**src/u8u2_pkg.sv**
```systemverilog
// shared types and constants for the utf-8 to ucs-2 decoder
// used by the input stage, decode core, result stage and top level
package u8u2_pkg;

  typedef enum logic [1:0] {
    ST_OK      = 2'd0,
    ST_LIMIT   = 2'd1,
    ST_INVALID = 2'd2
  } status_t;

  localparam logic [1:0]  CONT_TAG   = 2'b10;
  localparam logic [1:0]  SEQ_NONE   = 2'd0;
  localparam logic [1:0]  SEQ_TWO    = 2'd2;
  localparam logic [1:0]  SEQ_THREE  = 2'd3;
  localparam logic [15:0] MIN_TWO_B  = 16'h0080;
  localparam logic [15:0] MIN_THREE_B = 16'h0800;
  localparam logic [15:0] SURR_LO    = 16'hd800;
  localparam logic [15:0] SURR_HI    = 16'he000;
  localparam logic [15:0] MAX_UNITS_RST = 16'hffff;

  typedef struct packed {
    logic       vld;
    logic [7:0] data_byte;
    logic       final_byte;
  } in_item_t;

  typedef struct packed {
    logic [15:0] code_unit;
    logic        unit_valid;
    logic        string_end;
    status_t     status;
    logic [15:0] unit_count;
  } result_t;

endpackage

```
**src/u8u2_in_stage.sv**
```systemverilog
// input register for the decoder byte stream
// depends on u8u2_pkg
module u8u2_in_stage
  import u8u2_pkg::*;
(
  input  logic       clk,
  input  logic       rst_n,
  input  logic       in_tvalid,
  output logic       in_tready,
  input  logic [7:0] in_tdata,
  input  logic       in_tlast,
  input  logic       consume,
  output in_item_t   item
);

  logic       vld_r, vld_nxt;
  logic [7:0] data_r;
  logic       fin_r;
  logic       take;

  assign in_tready = !vld_r || consume;
  assign take      = in_tvalid && in_tready;

  always_comb begin
    vld_nxt = vld_r;
    if (take) begin
      vld_nxt = 1'b1;
    end else if (consume) begin
      vld_nxt = 1'b0;
    end
  end

  always_ff @(posedge clk) begin
    if (!rst_n) begin
      vld_r <= 1'b0;
    end else begin
      vld_r <= vld_nxt;
    end
  end

  always_ff @(posedge clk) begin
    if (take) begin
      data_r <= in_tdata;
      fin_r  <= in_tlast;
    end
  end

  assign item = '{vld: vld_r, data_byte: data_r, final_byte: fin_r};

endmodule

```
**src/u8u2_core.sv**
```systemverilog
// per-byte utf-8 decode logic, string state and unit limit register
// depends on u8u2_pkg
module u8u2_core
  import u8u2_pkg::*;
(
  input  logic        clk,
  input  logic        rst_n,
  input  logic        cfg_wr_en,
  input  logic [15:0] cfg_wr_data,
  input  in_item_t    item,
  input  logic        res_ready,
  output logic        consume,
  output logic        res_vld,
  output result_t     res
);

  logic [15:0] max_units_r;
  logic [15:0] pv_r, pv_nxt;
  logic [1:0]  pend_r, pend_nxt;
  logic [1:0]  slen_r, slen_nxt;
  logic [15:0] cnt_r, cnt_nxt;
  status_t     halt_r, halt_nxt;
  logic [15:0] cont;
  logic [15:0] unit;
  logic        u_vld;
  logic        bad;
  status_t     stat;
  logic [7:0]  b;

  assign b    = item.data_byte;
  assign cont = {pv_r[9:0], b[5:0]};

  always_comb begin
    pv_nxt   = pv_r;
    pend_nxt = pend_r;
    slen_nxt = slen_r;
    halt_nxt = halt_r;
    unit     = '0;
    u_vld    = 1'b0;
    bad      = 1'b0;
    if (halt_r == ST_OK) begin
      if (cnt_r >= max_units_r) begin
        halt_nxt = ST_LIMIT;
        pv_nxt   = '0;
        pend_nxt = '0;
        slen_nxt = SEQ_NONE;
      end else if (pend_r == 2'd0) begin
        if (!b[7]) begin
          unit  = {8'h00, b};
          u_vld = 1'b1;
        end else if (!b[6]) begin
          halt_nxt = ST_INVALID;
        end else if (!b[5]) begin
          pv_nxt   = {11'b0, b[4:0]};
          pend_nxt = 2'd1;
          slen_nxt = SEQ_TWO;
        end else if (!b[4]) begin
          pv_nxt   = {12'b0, b[3:0]};
          pend_nxt = 2'd2;
          slen_nxt = SEQ_THREE;
        end else begin
          halt_nxt = ST_INVALID;
        end
      end else if (b[7:6] != CONT_TAG) begin
        halt_nxt = ST_INVALID;
        pv_nxt   = '0;
        pend_nxt = '0;
        slen_nxt = SEQ_NONE;
      end else begin
        pv_nxt   = cont;
        pend_nxt = pend_r - 2'd1;
        if (pend_r == 2'd1) begin
          // c0 80 passes as unit zero, other short two-byte forms fail
          if (slen_r == SEQ_TWO) begin
            bad = (cont != 16'h0000) && (cont < MIN_TWO_B);
          end else begin
            bad = (cont < MIN_THREE_B) || ((cont >= SURR_LO) && (cont < SURR_HI));
          end
          if (bad) begin
            halt_nxt = ST_INVALID;
          end else begin
            unit  = cont;
            u_vld = 1'b1;
          end
          pv_nxt   = '0;
          slen_nxt = SEQ_NONE;
        end
      end
    end
    cnt_nxt = cnt_r + {15'b0, u_vld};

    stat = ST_OK;
    if (item.final_byte) begin
      if ((halt_nxt == ST_OK) && (pend_nxt != 2'd0)) begin
        stat = ST_INVALID;
      end else begin
        stat = halt_nxt;
      end
    end

    res = '{code_unit: unit, unit_valid: u_vld, string_end: item.final_byte,
            status: stat, unit_count: cnt_nxt};

    // string closes: per-string state clears for the next one
    if (item.final_byte) begin
      pv_nxt   = '0;
      pend_nxt = '0;
      slen_nxt = SEQ_NONE;
      cnt_nxt  = '0;
      halt_nxt = ST_OK;
    end
  end

  assign res_vld = item.vld && (u_vld || item.final_byte);
  assign consume = item.vld && (res_ready || !(u_vld || item.final_byte));

  always_ff @(posedge clk) begin
    if (!rst_n) begin
      max_units_r <= MAX_UNITS_RST;
      pv_r        <= '0;
      pend_r      <= '0;
      slen_r      <= SEQ_NONE;
      cnt_r       <= '0;
      halt_r      <= ST_OK;
    end else begin
      if (cfg_wr_en) begin
        max_units_r <= cfg_wr_data;
      end
      if (consume) begin
        pv_r   <= pv_nxt;
        pend_r <= pend_nxt;
        slen_r <= slen_nxt;
        cnt_r  <= cnt_nxt;
        halt_r <= halt_nxt;
      end
    end
  end

endmodule

```
**src/u8u2_out_stage.sv**
```systemverilog
// result register driving the output stream
// depends on u8u2_pkg
module u8u2_out_stage
  import u8u2_pkg::*;
(
  input  logic        clk,
  input  logic        rst_n,
  input  logic        res_vld,
  input  result_t     res,
  output logic        res_ready,
  output logic        out_tvalid,
  input  logic        out_tready,
  output logic [31:0] out_tdata,
  output logic [2:0]  out_tuser,
  output logic        out_tlast
);

  logic    vld_r, vld_nxt;
  result_t res_r;
  logic    load;

  assign res_ready = !vld_r || out_tready;
  assign load      = res_vld && res_ready;

  always_comb begin
    vld_nxt = vld_r;
    if (load) begin
      vld_nxt = 1'b1;
    end else if (out_tready) begin
      vld_nxt = 1'b0;
    end
  end

  always_ff @(posedge clk) begin
    if (!rst_n) begin
      vld_r <= 1'b0;
    end else begin
      vld_r <= vld_nxt;
    end
  end

  always_ff @(posedge clk) begin
    if (load) begin
      res_r <= res;
    end
  end

  assign out_tvalid = vld_r;
  assign out_tdata  = {res_r.unit_count, res_r.code_unit};
  assign out_tuser  = {res_r.status, res_r.unit_valid};
  assign out_tlast  = res_r.string_end;

endmodule

```
**src/utf8_to_ucs2_decoder.sv**
```systemverilog
// utf-8 to ucs-2 (basic plane) stream decoder, top level
// depends on u8u2_pkg, u8u2_in_stage, u8u2_core, u8u2_out_stage
//
//   channel  | direction | payload
//   in_*     | slave     | tdata: data_byte[7:0]; tlast: final_byte
//   out_*    | master    | tdata: code_unit, unit_count; tuser: unit_valid, status;
//            |           | tlast: string_end
//   cfg_*    | write     | max_units[15:0]
//
// one byte per clock sustained while the output is not stalled; a byte reaches the result
// register through the input register and one pass of decode logic.
// rst_n is synchronous: both stream registers empty, string state cleared,
// max_units back to 65535. a stalled output holds its result and any input byte
// that yields a result; back-pressure then reaches in_tready in the same cycle.
module utf8_to_ucs2_decoder
  import u8u2_pkg::*;
(
  input  logic        clk,
  input  logic        rst_n,
  input  logic        in_tvalid,
  output logic        in_tready,
  input  logic [7:0]  in_tdata,    // [7:0] data_byte
  input  logic        in_tlast,
  output logic        out_tvalid,
  input  logic        out_tready,
  output logic [31:0] out_tdata,   // [15:0] code_unit, [31:16] unit_count
  output logic [2:0]  out_tuser,   // [0] unit_valid, [2:1] status
  output logic        out_tlast,
  input  logic        cfg_wr_en,
  input  logic [15:0] cfg_wr_data
);

  in_item_t item;
  result_t  res;
  logic     consume;
  logic     res_vld;
  logic     res_ready;

  u8u2_in_stage u_in (
    .clk       (clk),
    .rst_n     (rst_n),
    .in_tvalid (in_tvalid),
    .in_tready (in_tready),
    .in_tdata  (in_tdata),
    .in_tlast  (in_tlast),
    .consume   (consume),
    .item      (item)
  );

  u8u2_core u_core (
    .clk         (clk),
    .rst_n       (rst_n),
    .cfg_wr_en   (cfg_wr_en),
    .cfg_wr_data (cfg_wr_data),
    .item        (item),
    .res_ready   (res_ready),
    .consume     (consume),
    .res_vld     (res_vld),
    .res         (res)
  );

  u8u2_out_stage u_out (
    .clk        (clk),
    .rst_n      (rst_n),
    .res_vld    (res_vld),
    .res        (res),
    .res_ready  (res_ready),
    .out_tvalid (out_tvalid),
    .out_tready (out_tready),
    .out_tdata  (out_tdata),
    .out_tuser  (out_tuser),
    .out_tlast  (out_tlast)
  );

endmodule

```
**config.mk**
```make
export PLATFORM = sky130hd
export DESIGN_NAME = utf8_to_ucs2_decoder
export DESIGN_NICKNAME = d
export VERILOG_FILES = /design/src/u8u2_pkg.sv /design/src/u8u2_in_stage.sv /design/src/u8u2_core.sv /design/src/u8u2_out_stage.sv /design/src/utf8_to_ucs2_decoder.sv
export SDC_FILE = /design/constraint.sdc
export NUM_CORES = 1
export LEC_CHECK = 0
export BUFFER_PORTS_ARGS = -buffer_cell sky130_fd_sc_hd__buf_4
export CAP_MARGIN = 10
export CORE_MARGIN = 2
export CORE_UTILIZATION = 60
export CTS_CLUSTER_SIZE = 20
export DETAILED_ROUTE_END_ITERATION = 6
export GPL_TIMING_DRIVEN = 0
export PLACE_DENSITY = 0.84
export SETUP_SLACK_MARGIN = 0.1
export SLEW_MARGIN = 20
export SYNTH_ARGS = -nofsm -noshare
export SYNTH_HDL_FRONTEND = slang
export SYNTH_SLANG_ARGS = --single-unit
```
**constraint.sdc**
```tcl
create_clock -name clk -period 9.9 [get_ports clk]
set_input_delay 0.495 -clock clk [delete_from_list [all_inputs] [get_ports clk]]
set_output_delay 0.495 -clock clk [all_outputs]
set_load 0.005 [all_outputs]
```
==> flow_summary.toml <==
[status]
status = "finished, final reports clean"

[logic_synthesis]
synth_mux_area_share_pct = 0.224
synth-main-ff-cell = "dfxtp_1"
synth_largest_area_cell = "edfxtp_1"
syn_nets = 491
synthCells = 441
synth_warnings = 0
synth_area_leaders = "edfxtp_1 (30%), dfxtp_1 (22%), ha_1 (5.6%), nand2_1 (4.8%), o211ai_1 (4.5%)"
synth.top_cell.area_share_pct = 30.3
synth-simple-area-share_pct = 15.7
ys_types = 59
synth-xor-area-share_pct = 2.16
synth_compound_area_share_pct = 19.0
synth.avg_cell_area_sq_um = 10.1
seq_area_frac_synth_pct = 52.7
synth_edf_count = 45
synth_top_family_by_area = "compound AO/OA/AOI/OAI gates"
syn-cell-area_sq_um = 4460
async_flop_share_pct = 0
synthAdderAreaFrac_pct = 5.61
synth_seq_cells = 95

[sta]
hold_violations = 0
slew_headroom_pct = 46.8
fmax_ghz = 0.206
setup-violations-final = 0
final-max-slew-violation-count = 0
final.setup_skew_ns = 0.00954
rsz0062_at_grt = "no"
worstMarginPinSlew_ns = 0.792
tns_ns = 0
final.period_utilization_pct = 49.1
post-route-min-period_ns = 4.86
fin_ws_ns = 5.04

[die]
fp.dieW_um = 90.2
ios = 68
core_area_sq_um = 7210
dieArea_sq_um = 8140
start_util_pct = 61.8
fp.dieH_um = 90.2
rows = 31

[power_and_ir_drop]
peakVddDrop_uv = 98.0
p_int_uw = 581
share_comb_of_total_power_pct = 9.7
p_switching_uw = 185
p_leak_nw = 2.16
powerDensity_nw_per_um2 = 144
seqPwrFrac_pct = 56.5
clkPwrFrac_pct = 33.8
p_sw_share_pct = 24.1

[cts]
clock_path_buffers = 2
cts_tree = "yes"
cts_resized = 0
clk_pin_slew_ns = 0.09
cts_sinks = 95
clock_latency_ns = 0.36
cts_root_buf = "clkbuf_8"
cts_max_level = 3
numCtsBuffers = 9
post-cts-setup-buffer-count = 0
postCtsHoldBufs = 0

[critical_path]
critical_path_class = "reg2reg"
worstPathRequired_ns = 10.16
r2r-start = "u_core.cnt_r[0]"
crit_path_max_fanout = 10
reg2reg_to = "u_core.cnt_r[14]"
end_kind = "flop"
reg2reg_slack_ns = 5.04
start_kind = "flop"
cp_data_arrival_time_ns = 5.12
reg2reg_depth = 17

[detailed_routing]
drtIter0Drc = 267
wl_um = 10400
remaining_drc_errors = 0
firstDrtPassIters = 5
via_count = 3712
via_per_inst = 5.96
drtAntennaViolNets = 0
wire_per_inst_um = 16.6

[global_routing]
grt.overflow.total = 0
gr-usage-all-layers_pct = 25.8
grt_max_degree = 32
grt_pass1_vias = 3356
antenna_found_initial = 0
grt_pass1_wl_um = 16700

[finish]
layout.cells.non_filler = 623
final_nets = 569
syn2layout_area_growth_pct = 19.1
layout-drive-gt1-share_pct = 17.9
diodes = 0

[placed_design]
hpwlAfterDp_um = 7570
post-place-ws_ns = 5.11
gp_congestion = 0.934
dpl.cell_count = 607
numPortBuffers = 66

[min_path]
holdCritPathClass = "in2reg"
hold_depth = 1
hold_start = "in_tlast"
hold_end = "u_in.fin_r"

[flow_run]
maxCapViolations = 0
per-stage QoR:
stage,area (sq um),utilization (%),power (mW),hold slack (ns)
5_1_grt,5310,73.6,0.791,0.292
6_report,5310,73.6,0.766,0.303
2_1_floorplan,4460,-,0.481,0.437
3_5_place_dp,5110,70.8,0.515,0.461
4_1_cts,5310,73.6,0.768,0.293
3_3_place_gp,5080,70.4,0.511,0.456
registers in the layout, summed over array words and instances, names as in the netlist:
| signal | count |
|---|---|
| u_in.fin_r | 1 |
| u_in.data_r | 8 |
| u_core.halt_r | 2 |
| u_core.slen_r | 2 |
| u_out.out_tuser | 3 |
| u_core.pv_r | 10 |
| u_core.cnt_r | 16 |
| u_core.max_units_r | 16 |
| u_out.out_tlast | 1 |
| u_core.pend_r | 2 |
| u_out.out_tdata | 32 |
| u_out.out_tvalid | 1 |
| u_in.vld_r | 1 |
cell usage after synthesis, types with 6 or more instances:
cell type,count
nor2_1,27
o311ai_1,6
nand2b_1,7
ha_1,20
xnor2_1,6
o31ai_1,7
edfxtp_1,45
inv_1,31
o21ai_1,18
o21ai_0,6
nand2_1,57
a21oi_1,12
o22ai_1,7
and3_1,10
clkbuf_1,16
dfxtp_1,50
nand3_1,15
o211ai_1,27
worst max-delay path, stage by stage, from the launching register on:
cell	delay [ns]
dfxtp_1	0.38
inv_1	0.07
ha_1	0.27
nand2b_1	0.14
a2111oi_0	0.39
nor3_1	0.10
o31a_1	0.39
clkbuf_1	0.28
nor3_1	0.72
ha_1	0.32
ha_1	0.27
nand2_1	0.10
nor2_1	0.31
nand3_1	0.21
nor2_1	0.20
nand3_1	0.11
xor2_1	0.18
o41ai_1	0.31
how the worst max path moves through the flow:
stage	from	endpoint	slack [ns]	cells past startpoint
after floorplan	u_core.cnt_r[0]	u_out.out_tdata[0]	5.91	9
after global placement	u_core.cnt_r[0]	u_core.cnt_r[15]	5.16	16
after detailed placement	u_core.cnt_r[0]	u_core.cnt_r[14]	5.11	17
after CTS	u_core.cnt_r[0]	u_core.cnt_r[14]	5.10	17
after global routing	u_core.cnt_r[0]	u_core.cnt_r[15]	4.73	16
final	u_core.cnt_r[0]	u_core.cnt_r[14]	5.04	17
logic make-up after synthesis:
kind of cell,count (synthesis)
multiplexers,1
AND/OR/NAND/NOR,146
XOR/XNOR,11
AO/OA/AOI/OAI,116
buffers and inverters,52
flip-flops,95
adder cells (fa/ha/maj),20
layout make-up:
cell class	count	area [sq um]
fillers	534	1900
multi-input cells	294	1920
flip-flops and latches	95	2350
well taps	99	124
plain buffers	20	81.3
clock buffers	11	141
clock inverters	5	56.3
inverters	32	120
repair buffers	67	515
power groups by stage:
stage                     combinational (mW)  sequential, mW  clock [mW]
final                                 0.0744           0.433       0.259
after global routing                  0.0813           0.435       0.275
after CTS                             0.0738           0.433       0.262
after detailed placement              0.0734           0.442           0
after global placement                0.0696           0.442           0
after floorplan                       0.0394           0.441           0
per-layer routing:
layer / up-vias / wire length, um / share of wire (%) / track usage, %
met5: - / 0 / 0 / 0
li1: 1779 / - / - / -
met2: 149 / 4920 / 47 / 42.0
met1: 1765 / 4620 / 45 / 36.0
met4: 0 / 172 / 1.7 / 8.21
met3: 19 / 647 / 6.2 / 3.52
cell usage in the layout (no fill, tap or decap), types with 2 or more instances in the layout:
cell type and count:
a211oi_1 4, a21boi_0 2, a21o_1 3, a21oi_1 12, a31oi_1 3, and2_1 5, and3_1 10, buf_2 2
buf_4 67, clkbuf_1 17, clkbuf_8 10, dfxtp_1 50, edfxtp_1 45, ha_1 20, inv_1 31, nand2_1 57
nand2b_1 7, nand3_1 15, nand3b_1 2, nand4_1 4, nor2_1 26, nor3_1 5, nor4_1 3, o211ai_1 27
o21a_1 2, o21ai_0 6, o21ai_1 18, o22ai_1 7, o311ai_1 6, o31ai_1 7, or3_1 4, or4_1 2
xnor2_1 6, xor2_1 5
Power figures use the tool's default switching activity.
